<file path="config.mk">
export PLATFORM = sky130hd
export DESIGN_NAME = unix_time_to_calendar_date_top
export DESIGN_NICKNAME = d
export VERILOG_FILES = /design/src/rtl/utcd_pkg.sv /design/src/rtl/utcd_pipe_ctrl.sv /design/src/rtl/unix_time_to_calendar_date_top.sv
export SDC_FILE = /design/constraint.sdc
export NUM_CORES = 2
export LEC_CHECK = 0
export ABC_AREA = 1
export BUFFER_PORTS_ARGS = -buffer_cell sky130_fd_sc_hd__buf_2
export CAP_MARGIN = 20
export CORE_MARGIN = 8
export CORE_UTILIZATION = 60
export CTS_CLUSTER_DIAMETER = 30
export DETAILED_ROUTE_END_ITERATION = 8
export PLACE_DENSITY = 0.8
export SLEW_MARGIN = 20
export SYNTH_ARGS = -nofsm -noshare
export SYNTH_HDL_FRONTEND = slang
export SYNTH_SLANG_ARGS = --single-unit
</file>
<file path="constraint.sdc">
create_clock -name clock -period 8.2 [get_ports clock]
set_input_delay 1.64 -clock clock [delete_from_list [all_inputs] [get_ports clock]]
set_output_delay 1.64 -clock clock [all_outputs]
set_load 0.02 [all_outputs]
</file>
<file path="src/rtl/utcd_pkg.sv">
// shared constants, reciprocal multipliers and types of the unix time to date pipeline
// no dependencies; imported by utcd_pipe_ctrl and unix_time_to_calendar_date_top

package utcd_pkg;

   localparam int NUM_STAGES = 6;

   // field widths
   localparam int SECS_W    = 31;
   localparam int DAYS_W    = 15;
   localparam int SOD_W     = 17;
   localparam int SOH_W     = 12;
   localparam int JD_W      = 22;
   localparam int NUM_W     = 26;
   localparam int CY_W      = 13;
   localparam int DOY_W     = 10;
   localparam int MI_W      = 4;
   localparam int SEC_W     = 6;
   localparam int MIN_W     = 6;
   localparam int HOUR_W    = 5;
   localparam int DAY_W     = 5;
   localparam int MONTH_W   = 4;
   localparam int YEAR_W    = 11;

   localparam logic [SECS_W-1:0] SEC_PER_DAY  = 31'd86400;
   localparam logic [SOD_W-1:0]  SEC_PER_HOUR = 17'd3600;
   localparam logic [SOH_W-1:0]  SEC_PER_MIN  = 12'd60;

   // seconds / 86400 = (seconds >> 7) / 675
   localparam int          DAY_PRE   = 7;
   localparam int          DAY_K     = 34;
   localparam int          DAY_M_W   = 25;
   localparam logic [63:0] DAY_DIV   = 64'd675;
   localparam logic [63:0] DAY_M_RAW = ((64'd1 << DAY_K) + DAY_DIV - 64'd1) / DAY_DIV;
   localparam logic [DAY_M_W-1:0] DAY_M = DAY_M_RAW[DAY_M_W-1:0];

   // second of day / 3600 = (sod >> 4) / 225
   localparam int          HOUR_PRE   = 4;
   localparam int          HOUR_K     = 21;
   localparam int          HOUR_M_W   = 14;
   localparam logic [63:0] HOUR_DIV   = 64'd225;
   localparam logic [63:0] HOUR_M_RAW = ((64'd1 << HOUR_K) + HOUR_DIV - 64'd1) / HOUR_DIV;
   localparam logic [HOUR_M_W-1:0] HOUR_M = HOUR_M_RAW[HOUR_M_W-1:0];

   // second of hour / 60 = (soh >> 2) / 15
   localparam int          MIN_PRE   = 2;
   localparam int          MIN_K     = 14;
   localparam int          MIN_M_W   = 11;
   localparam logic [63:0] MIN_DIV   = 64'd15;
   localparam logic [63:0] MIN_M_RAW = ((64'd1 << MIN_K) + MIN_DIV - 64'd1) / MIN_DIV;
   localparam logic [MIN_M_W-1:0] MIN_M = MIN_M_RAW[MIN_M_W-1:0];

   // (20 * jd - 2442) / 7305
   localparam int          CY_K     = 39;
   localparam int          CY_M_W   = 27;
   localparam logic [63:0] CY_DIV   = 64'd7305;
   localparam logic [63:0] CY_M_RAW = ((64'd1 << CY_K) + CY_DIV - 64'd1) / CY_DIV;
   localparam logic [CY_M_W-1:0] CY_M = CY_M_RAW[CY_M_W-1:0];

   // (1000 * doy) / 30601
   localparam int          MI_K     = 25;
   localparam int          MI_M_W   = 21;
   localparam logic [63:0] MI_DIV   = 64'd30601;
   localparam logic [63:0] MI_M_RAW = ((64'd1000 << MI_K) + MI_DIV - 64'd1) / MI_DIV;
   localparam logic [MI_M_W-1:0] MI_M = MI_M_RAW[MI_M_W-1:0];

   // the leap adjustment a - a/4 is 12 for every day count in range
   localparam logic [JD_W-1:0]  JD_OFFSET    = 22'd2442125;
   localparam logic [NUM_W-1:0] JD_SCALE     = 26'd20;
   localparam logic [NUM_W-1:0] JD_BIAS      = 26'd2442;
   localparam logic [JD_W-1:0]  DAYS_PER_YR  = 22'd365;
   localparam logic [DOY_W-1:0] DAYS_PER_MI  = 10'd30;
   localparam logic [MI_W-1:0]  LAST_LATE_MI = 4'd13;
   localparam logic [MI_W-1:0]  FOLD_EARLY   = 4'd13;
   localparam logic [MI_W-1:0]  FOLD_LATE    = 4'd1;
   localparam logic [CY_W-1:0]  YEAR_BIAS_LATE  = 13'd4716;
   localparam logic [CY_W-1:0]  YEAR_BIAS_EARLY = 13'd4715;

   typedef struct packed {
      logic [NUM_STAGES-1:0] load;
      logic [NUM_STAGES-1:0] valid;
   } pipe_ctrl_type;

   // (601 * mi) / 1000 for a month index of 0 to 15
   function automatic logic [DOY_W-1:0] mi_frac_days(input logic [MI_W-1:0] mi);
      logic [DOY_W-1:0] r;
      case (mi)
         4'd0, 4'd1:   r = 10'd0;
         4'd2, 4'd3:   r = 10'd1;
         4'd4:         r = 10'd2;
         4'd5, 4'd6:   r = 10'd3;
         4'd7, 4'd8:   r = 10'd4;
         4'd9:         r = 10'd5;
         4'd10, 4'd11: r = 10'd6;
         4'd12, 4'd13: r = 10'd7;
         4'd14:        r = 10'd8;
         default:      r = 10'd9;
      endcase
      return r;
   endfunction

endpackage

</file>
<file path="src/rtl/utcd_pipe_ctrl.sv">
// valid and load control of the six register stages, with bubble collapse
// depends on utcd_pkg

module utcd_pipe_ctrl (
   input  logic                    clock,
   input  logic                    reset,
   input  logic                    req_valid,
   output logic                    req_stall,
   input  logic                    rsp_stall,
   output utcd_pkg::pipe_ctrl_type ctrl
);
   import utcd_pkg::*;

   logic [NUM_STAGES-1:0] valid_ff;
   logic [NUM_STAGES-1:0] valid_in;
   logic [NUM_STAGES-1:0] ready;
   logic                  in_acc;
   logic                  out_acc;

   always_comb begin
      ready[NUM_STAGES-1] = !valid_ff[NUM_STAGES-1] || !rsp_stall;
      for (int i = NUM_STAGES - 2; i >= 0; i--) begin
         ready[i] = !valid_ff[i] || ready[i+1];
      end
      valid_in = valid_ff;
      if (ready[0]) begin
         valid_in[0] = req_valid;
      end
      for (int i = 1; i < NUM_STAGES; i++) begin
         if (ready[i]) begin
            valid_in[i] = valid_ff[i-1];
         end
      end
   end

   always_ff @(posedge clock) begin
      if (reset) begin
         valid_ff <= '0;
      end else begin
         valid_ff <= valid_in;
      end
   end

   assign req_stall  = !ready[0];
   assign ctrl.load  = ready;
   assign ctrl.valid = valid_ff;
   assign in_acc     = req_valid && !req_stall;
   assign out_acc    = valid_ff[NUM_STAGES-1] && !rsp_stall;

   // items in flight change only by what enters and leaves
   a_item_count: assert property (@(posedge clock) disable iff (reset)
      !$past(reset) |-> $countones(valid_ff) ==
         $countones($past(valid_ff)) + int'($past(in_acc)) - int'($past(out_acc)))
      else $error("item count in pipeline broken");

   // input is held off only with every stage full
   a_stall_full: assert property (@(posedge clock) disable iff (reset)
      req_stall |-> (&valid_ff))
      else $error("input stalled with a free stage");

   // a stalled output keeps the stage behind it occupied
   a_no_loss: assert property (@(posedge clock) disable iff (reset)
      valid_ff[NUM_STAGES-1] && rsp_stall && valid_ff[NUM_STAGES-2]
         |=> valid_ff[NUM_STAGES-2] && valid_ff[NUM_STAGES-1])
      else $error("item dropped under stall");

endmodule

</file>
<file path="src/rtl/unix_time_to_calendar_date_top.sv">
// top level: unix seconds to calendar date and time of day, six register stages
// depends on utcd_pkg and utcd_pipe_ctrl
//
// usage:
//   req channel carries one signed 32-bit unix time per item (req_valid/req_stall).
//   values below one are taken as 1970-01-01 00:00:00.
//   rsp channel returns second, minute, hour, day, month and year, one item per
//   request, in order (rsp_valid/rsp_stall).
//   each item passes through the six register stages in order; one item per cycle
//   sustained while rsp_stall is low, set by the six register stages each holding one item.
//   every division is by a constant: reciprocal multiply, one multiplier per
//   path per stage, registered before the next product.
//   when rsp_stall is high the result holds and empty stages in front of it
//   still fill; req_stall rises only once all six stages hold an item.
//   synchronous reset empties the pipeline; no results are pending afterward.
//   the block keeps no state between items.

module unix_time_to_calendar_date_top (
   input  logic                           clock,
   input  logic                           reset,
   input  logic                           req_valid,
   output logic                           req_stall,
   input  logic signed [31:0]             req_unix_seconds,
   output logic                           rsp_valid,
   input  logic                           rsp_stall,
   output logic [utcd_pkg::SEC_W-1:0]     rsp_second,
   output logic [utcd_pkg::MIN_W-1:0]     rsp_minute,
   output logic [utcd_pkg::HOUR_W-1:0]    rsp_hour,
   output logic [utcd_pkg::DAY_W-1:0]     rsp_day_of_month,
   output logic [utcd_pkg::MONTH_W-1:0]   rsp_month_number,
   output logic [utcd_pkg::YEAR_W-1:0]    rsp_year_number
);
   import utcd_pkg::*;

   pipe_ctrl_type ctrl;

   // stage 0 -> 1
   logic [SECS_W-1:0]                 secs;
   logic [SECS_W-DAY_PRE-1:0]         day_x;
   logic [SECS_W-DAY_PRE+DAY_M_W-1:0] day_prod;
   logic [SECS_W-1:0]                 s1_secs_ff;
   logic [DAYS_W-1:0]                 s1_days_ff, s1_days_in;

   // stage 1 -> 2
   logic [SECS_W-1:0] day_base, sod_full;
   logic [JD_W-1:0]   s2_jd_ff, s2_jd_in;
   logic [SOD_W-1:0]  s2_sod_ff, s2_sod_in;
   logic [NUM_W-1:0]  s2_num_ff, s2_num_in;

   // stage 2 -> 3
   logic [SOD_W-HOUR_PRE+HOUR_M_W-1:0] hour_prod;
   logic [NUM_W+CY_M_W-1:0]            cy_prod;
   logic [SOD_W-1:0]                   s3_sod_ff;
   logic [JD_W-1:0]                    s3_jd_ff;
   logic [HOUR_W-1:0]                  s3_hour_ff, s3_hour_in;
   logic [CY_W-1:0]                    s3_cy_ff, s3_cy_in;

   // stage 3 -> 4
   logic [SOD_W-1:0]  soh_full;
   logic [JD_W-1:0]   doy_full;
   logic [SOH_W-1:0]  s4_soh_ff, s4_soh_in;
   logic [DOY_W-1:0]  s4_doy_ff, s4_doy_in;
   logic [HOUR_W-1:0] s4_hour_ff;
   logic [CY_W-1:0]   s4_cy_ff;

   // stage 4 -> 5
   logic [SOH_W-MIN_PRE+MIN_M_W-1:0] min_prod;
   logic [DOY_W+MI_M_W-1:0]          mi_prod;
   logic [SOH_W-1:0]                 s5_soh_ff;
   logic [DOY_W-1:0]                 s5_doy_ff;
   logic [HOUR_W-1:0]                s5_hour_ff;
   logic [CY_W-1:0]                  s5_cy_ff;
   logic [MIN_W-1:0]                 s5_min_ff, s5_min_in;
   logic [MI_W-1:0]                  s5_mi_ff, s5_mi_in;

   // stage 5 -> output
   logic [SOH_W-1:0]   sec_full;
   logic [DOY_W-1:0]   dom_full;
   logic [CY_W-1:0]    year_full;
   logic [MI_W-1:0]    month_full;
   logic [SEC_W-1:0]   rsp_second_ff;
   logic [MIN_W-1:0]   rsp_minute_ff;
   logic [HOUR_W-1:0]  rsp_hour_ff;
   logic [DAY_W-1:0]   rsp_day_ff;
   logic [MONTH_W-1:0] rsp_month_ff;
   logic [YEAR_W-1:0]  rsp_year_ff;

   utcd_pipe_ctrl u_ctrl (
      .clock     (clock),
      .reset     (reset),
      .req_valid (req_valid),
      .req_stall (req_stall),
      .rsp_stall (rsp_stall),
      .ctrl      (ctrl)
   );

   // clamp and whole days
   always_comb begin
      secs       = req_unix_seconds[31] ? '0 : req_unix_seconds[SECS_W-1:0];
      day_x      = secs[SECS_W-1:DAY_PRE];
      day_prod   = $bits(day_prod)'(day_x) * $bits(day_prod)'(DAY_M);
      s1_days_in = day_prod[DAY_K +: DAYS_W];
   end

   always_ff @(posedge clock) begin
      if (ctrl.load[0]) begin
         s1_secs_ff <= secs;
         s1_days_ff <= s1_days_in;
      end
   end

   // second of day and scaled day number
   always_comb begin
      day_base  = SECS_W'(s1_days_ff) * SEC_PER_DAY;
      sod_full  = s1_secs_ff - day_base;
      s2_sod_in = sod_full[SOD_W-1:0];
      s2_jd_in  = JD_W'(s1_days_ff) + JD_OFFSET;
      s2_num_in = NUM_W'(s2_jd_in) * JD_SCALE - JD_BIAS;
   end

   always_ff @(posedge clock) begin
      if (ctrl.load[1]) begin
         s2_sod_ff <= s2_sod_in;
         s2_jd_ff  <= s2_jd_in;
         s2_num_ff <= s2_num_in;
      end
   end

   // hour and cycle year
   always_comb begin
      hour_prod  = $bits(hour_prod)'(s2_sod_ff[SOD_W-1:HOUR_PRE]) * $bits(hour_prod)'(HOUR_M);
      s3_hour_in = hour_prod[HOUR_K +: HOUR_W];
      cy_prod    = $bits(cy_prod)'(s2_num_ff) * $bits(cy_prod)'(CY_M);
      s3_cy_in   = cy_prod[CY_K +: CY_W];
   end

   always_ff @(posedge clock) begin
      if (ctrl.load[2]) begin
         s3_sod_ff  <= s2_sod_ff;
         s3_jd_ff   <= s2_jd_ff;
         s3_hour_ff <= s3_hour_in;
         s3_cy_ff   <= s3_cy_in;
      end
   end

   // second of hour and day of shifted year
   always_comb begin
      soh_full  = s3_sod_ff - SOD_W'(s3_hour_ff) * SEC_PER_HOUR;
      s4_soh_in = soh_full[SOH_W-1:0];
      doy_full  = s3_jd_ff - JD_W'(s3_cy_ff) * DAYS_PER_YR - JD_W'(s3_cy_ff[CY_W-1:2]);
      s4_doy_in = doy_full[DOY_W-1:0];
   end

   always_ff @(posedge clock) begin
      if (ctrl.load[3]) begin
         s4_soh_ff  <= s4_soh_in;
         s4_doy_ff  <= s4_doy_in;
         s4_hour_ff <= s3_hour_ff;
         s4_cy_ff   <= s3_cy_ff;
      end
   end

   // minute and month index
   always_comb begin
      min_prod  = $bits(min_prod)'(s4_soh_ff[SOH_W-1:MIN_PRE]) * $bits(min_prod)'(MIN_M);
      s5_min_in = min_prod[MIN_K +: MIN_W];
      mi_prod   = $bits(mi_prod)'(s4_doy_ff) * $bits(mi_prod)'(MI_M);
      s5_mi_in  = mi_prod[MI_K +: MI_W];
   end

   always_ff @(posedge clock) begin
      if (ctrl.load[4]) begin
         s5_soh_ff  <= s4_soh_ff;
         s5_doy_ff  <= s4_doy_ff;
         s5_hour_ff <= s4_hour_ff;
         s5_cy_ff   <= s4_cy_ff;
         s5_min_ff  <= s5_min_in;
         s5_mi_ff   <= s5_mi_in;
      end
   end

   // second, day of month, and january/february folded into the next year
   always_comb begin
      sec_full = s5_soh_ff - SOH_W'(s5_min_ff) * SEC_PER_MIN;
      dom_full = s5_doy_ff - DOY_W'(s5_mi_ff) * DAYS_PER_MI - mi_frac_days(s5_mi_ff);
      if (s5_mi_ff <= LAST_LATE_MI) begin
         year_full  = s5_cy_ff - YEAR_BIAS_LATE;
         month_full = s5_mi_ff - FOLD_LATE;
      end else begin
         year_full  = s5_cy_ff - YEAR_BIAS_EARLY;
         month_full = s5_mi_ff - FOLD_EARLY;
      end
   end

   always_ff @(posedge clock) begin
      if (ctrl.load[5]) begin
         rsp_second_ff <= sec_full[SEC_W-1:0];
         rsp_minute_ff <= s5_min_ff;
         rsp_hour_ff   <= s5_hour_ff;
         rsp_day_ff    <= dom_full[DAY_W-1:0];
         rsp_month_ff  <= month_full;
         rsp_year_ff   <= year_full[YEAR_W-1:0];
      end
   end

   assign rsp_valid        = ctrl.valid[NUM_STAGES-1];
   assign rsp_second       = rsp_second_ff;
   assign rsp_minute       = rsp_minute_ff;
   assign rsp_hour         = rsp_hour_ff;
   assign rsp_day_of_month = rsp_day_ff;
   assign rsp_month_number = rsp_month_ff;
   assign rsp_year_number  = rsp_year_ff;

endmodule
</file>
# After elaboration in Yosys (flattened, before gate mapping)
# Memories as Yosys holds them, arrays and structs flattened. A register that Yosys moved wholly into a read port is not among the register bits.
# Cells that the tools add are included.
# Widths: inputs -> output; s select.
[classes]
addsub = 13
n_mul = 11
magnitude_cmp = 1
muxes = 4
n_reduce_logical = 14
[ops]
columns = ["cell", "n"]
rows = [
  ["$mul 26x26->51 const B", 1],
  ["$mul 24x25->49 const B", 1],
  ["$mux 31", 1],
  ["$mul 10x21->29 const B", 1],
  ["$mul 13x14->26 const B", 1],
  ["$sub 26x12->26 const B", 1],
  ["$mul 22x3->24 const B", 1],
  ["$add 15x22->22 const B", 1],
  ["$sub 11x10->11 const B", 2],
  ["$mul 10x11->20 const B", 1],
  ["$sub 10x10->10", 2],
  ["$sub 17x17->17", 1],
  ["$mul 15x10->10 const B", 1],
  ["$mul 13x9->10 const B", 1],
  ["$sub 12x12->12", 1],
  ["$mux 11", 1],
  ["$sub 5x5->5", 2],
  ["$logic_not 1->1", 8],
  ["$mul 5x8->8 const B", 1],
  ["$mux 4", 2],
  ["$logic_or 1x1->1", 6],
  ["$mul 6x4->4 const B", 1],
  ["$sub 6x6->6", 1],
  ["$le 4x4->1 const B", 1],
  ["other kinds (3)", 3],
]
[totals]
register_bits = 243
romBits = 64
in_bits = 36
elab_cells = 76
n_memories = 1
[memory_table]
columns = ["name", "depth", "word_bits", "read_ports", "rd_ports_with_merged_regs", "wr", "line_no", "text"]
rows = [
  ["(name not given)", 16, 4, 1, 1, 0, "utcd_pkg.sv:87", "case (mi)"],
]

# Logic depth before layout (Yosys ltp)
[depth]
ltp_word = 8
mapped_depth = 28
depth_no_buf = 28

# Modules after synthesis
# From an unflattened synthesis, not the netlist that was laid out.
[unflattened]
hier_cells = 4410
hier_area_um2 = 40665.3
[modules_own_cells]
columns = ["module", "n_inst", "cells_per_inst", "area_each_um2"]
rows = [
  ["unix_time_to_calendar_date_top", 1, 4384, 40420.0],
  ["utcd_pipe_ctrl", 1, 26, 245.2],
]

# Least setup slack after synthesis
# Ideal clock, no wire load.
[synth_timing]
path_kind = "input-to-output"
start = "in rsp_stall"
end = "out req_stall"
arrival_ns = 5.847
required_ns = 6.560
path_slack_ns = 0.713
path_stages = 10
path_buffers = 0
path_cell_list = "nand2_2 nor2_4 inv_2 nor2_1 inv_1 nor2_1 inv_1 nor2_1 inv_1 nor2_2"
[synth_rtl]
columns = ["element", "line_no", "text"]
rows = [
  ["start: declaration", "unix_time_to_calendar_date_top.sv:25", "input logic rsp_stall,"],
  ["end: declaration", "unix_time_to_calendar_date_top.sv:22", "output logic req_stall,"],
]

# Final worst setup path
[layout_timing]
start = "in req_unix_seconds[31]"
end = "reg s1_days_ff[8] (data pin)"
[layout_via]
elab_chain_len = 2
[layout_lines]
columns = ["element", "line_no", "text"]
rows = [
  ["start: declaration", "unix_time_to_calendar_date_top.sv:23", "input logic signed [31:0] req_unix_seconds,"],
  ["$mux 31", "unix_time_to_calendar_date_top.sv:99", "secs = req_unix_seconds[31] ? '0 : req_unix_seconds[SECS_W-1:0];"],
  ["net secs[13]", "unix_time_to_calendar_date_top.sv:38", "logic [SECS_W-1:0] secs;"],
  ["$mul 24x25->49", "unix_time_to_calendar_date_top.sv:101", "day_prod = $bits(day_prod)'(day_x) * $bits(day_prod)'(DAY_M);"],
  ["net day_prod[42]", "unix_time_to_calendar_date_top.sv:40", "logic [SECS_W-DAY_PRE+DAY_M_W-1:0] day_prod;"],
  ["end signal: assignment", "unix_time_to_calendar_date_top.sv:108", "s1_days_ff <= s1_days_in;"],
  ["end: declaration", "unix_time_to_calendar_date_top.sv:42", "logic [DAYS_W-1:0] s1_days_ff, s1_days_in;"],
]
# The timed path passes the listed nets, and every way through them passes these cells.
# A chain may end at the register's enable or synchronous reset.

==> metrics.txt <==
outcome=completed; FF+latch count, synth=240; worst reg-to-reg path cell count=21; achievable frequency=134 MHz; antenna violations before repair=0; routability cong.=1.01; hold path cells=0; vias in the first global route=31.8k; Hold Fails Final Rpt=0; post-synth top area share=26.0%; Clk Latency, worst-skew pair=~580 ps; Ports=between 70 and 80; syn_nets=between 5k and 6k; buffer and inverter count on the worst path=9; CTS Buffer Depth=3; cells after synthesis=4395; vias per inst=about 5.4; clock slew at reported path FFs=50 ps; Std-Cell Core Area=between 60000 and 70000 um2; total gr overflow=0; crit path time final=~7500 ps; DP HPWL=84000 um; critical path class=primary input to flip-flop; sequential fraction of the synthesis area=17.5%; Remaining DRCs=0; commonest non-fill, non-tap cell in the layout=inv_1; Final Cycle Share=approximately nine tenths; max_cap viols=0; # port buffers=74; critical path's most frequent cell=fa_1; area delta synth->final=8.26%; Total Neg Setup Slack=0 ps; Worst Tran Pin Value=about 980 ps; CTS Buf Count=51; number of synthesized flops with an enable pin=230; RSZ-0062 raised after global routing=false; H-tree depth=2; Yosys top cell by area=ha_1; Root Driver=clkbuf_16; Pre-antenna DRT Iters=6; Antenna Cells=0; CTS tree=done; most frequent cells in the layout=inv_1, ha_1, fa_1; largest net degree at the start of global routing=49; Setup crit start kind=primary input; Worst path top cell family by delay=adder cells; Final Skew=between 20 and 25 ps; CP max stage cell=fa_1; final setup fails=0; nets=just under 6k; Post-synth ARST share=0%; top cells by area, synth=ha_1, fa_1, edfxtp_1; Post-CTS Setup Bufs=0; layout cell share with drive strength beyond 1=roughly 5%; Mean Syn Cell Area=around 9.2 um2; synth warn=0; wire per inst=~18 um; Rows=95; Critical Path AT=between 7000 and 8000 ps; final antenna-violating net count=0; PostCTS Resize Cnt=0; Overall Global Routing Usage=about a quarter; Core Util, Final=between 60% and 70%; initial drt markers=between 1.5k and 2k; CP max FO=14; global-route wire length before repair=between 150000 and 200000 um; worst hold path type=flip-flop to flip-flop; Req. time, crit path=8510 ps; # clock sinks=between 200 and 250; instance count on the critical path=25; Distinct cells, synth=44; total wire length=between 90000 and 100000 um; slew margin rel.=around a third; synthesized area=about 41000 um2; Die W=between 200 and 300 um; Slew Viols, Final=0; die area=roughly 76000 um2; Vias=slightly below 30k; Critical Path Max Stage Delay=550 ps; die height=between 200 and 300 um; Main synth FF type=edfxtp_1; Initial Util=between 60% and 70%; CP endpoint kind=flip-flop; hold_buf cts=0
## metal layers
layer,routed length (um),global-route usage (%),vias up
met2,48800,46.3,869
li1,-,-,14100
met3,4600,3.09,263
met1,40000,31.4,14400
met4,4770,10.8,0
met5,0,0,-
## worst paths after layout
kind,startpoint,end,slack [ps]
max reg2reg,s2_num_ff[12],s3_cy_ff[9],1480
min,s1_secs_ff[2],s2_sod_ff[2],410
max,req_unix_seconds[31],s1_days_ff[8],710
min reg2reg,s1_secs_ff[2],s2_sod_ff[2],410
## cell usage after synthesis (2+ instances only)
| library cell | n |
|---|---|
| and3_1 | 2 |
| nor2_2 | 3 |
| xnor2_1 | 55 |
| xor2_1 | 91 |
| nor2_1 | 254 |
| fa_1 | 526 |
| or2_2 | 4 |
| o21bai_1 | 19 |
| inv_1 | 1209 |
| nand3b_1 | 8 |
| clkbuf_1 | 2 |
| ha_1 | 845 |
| a31oi_1 | 16 |
| nand2_2 | 11 |
| a211oi_1 | 3 |
| nand2_1 | 517 |
| a21oi_1 | 210 |
| a21o_1 | 18 |
| nor4_1 | 14 |
| nor3_1 | 31 |
| nand3_2 | 6 |
| edfxtp_1 | 230 |
| o21a_1 | 8 |
| dfxtp_1 | 10 |
| nand4_1 | 39 |
| a21boi_0 | 4 |
| inv_2 | 4 |
| nor2_4 | 3 |
| nand3_1 | 110 |
| o31ai_1 | 3 |
| o21ai_0 | 119 |
| o211ai_1 | 8 |
| o41ai_1 | 2 |
## area by class of cell
class / instances / area (um2)
clock inverter: 41 / 387
fill: 5342 / 23100
multi-input combinational: 2939 / 28900
inverter: 1214 / 4560
timing repair buffer: 98 / 551
clock buffer: 55 / 1330
tap: 873 / 1090
sequential: 240 / 7110
## through the flow
stage	worst slack, ps	area [um2]	hold WS, ps	std cells
2_1_floorplan	713	40600	400	4395
4_1_cts	791	44000	414	5460
3_5_place_dp	140	42200	405	5364
6_report	711	44000	409	5460
5_1_grt	244	44000	410	5460
3_3_place_gp	298	42200	401	5364
## kinds of logic after synthesis
logic type | Yosys count | share of synthesized area [%]
and+or+nand+nor | 1005 | 10.5
DFF | 240 | 17.5
AOI/OAI and AO/OA | 416 | 5.65
adders and majority gates | 1371 | 52.0
xor gates and xnor gates | 147 | 3.19
buffers and inverters | 1216 | 11.2
## sequential cells by signal (all words and copies together), names as in the netlist, 10 cells and up, named ones only
| signal | count |
|---|---|
| rsp_year_number | 11 |
| s3_sod_ff | 12 |
| s2_jd_ff | 10 |
| s1_secs_ff | 17 |
| s5_cy_ff | 11 |
| s4_soh_ff | 12 |
| s4_doy_ff | 10 |
| s1_days_ff | 15 |
| s2_sod_ff | 17 |
| s4_cy_ff | 11 |
| s3_jd_ff | 10 |
| s3_cy_ff | 12 |
| s2_num_ff | 20 |
Power is not shown: default switching activity piles up to over one toggle a cycle in this logic, so the estimate is an artifact.
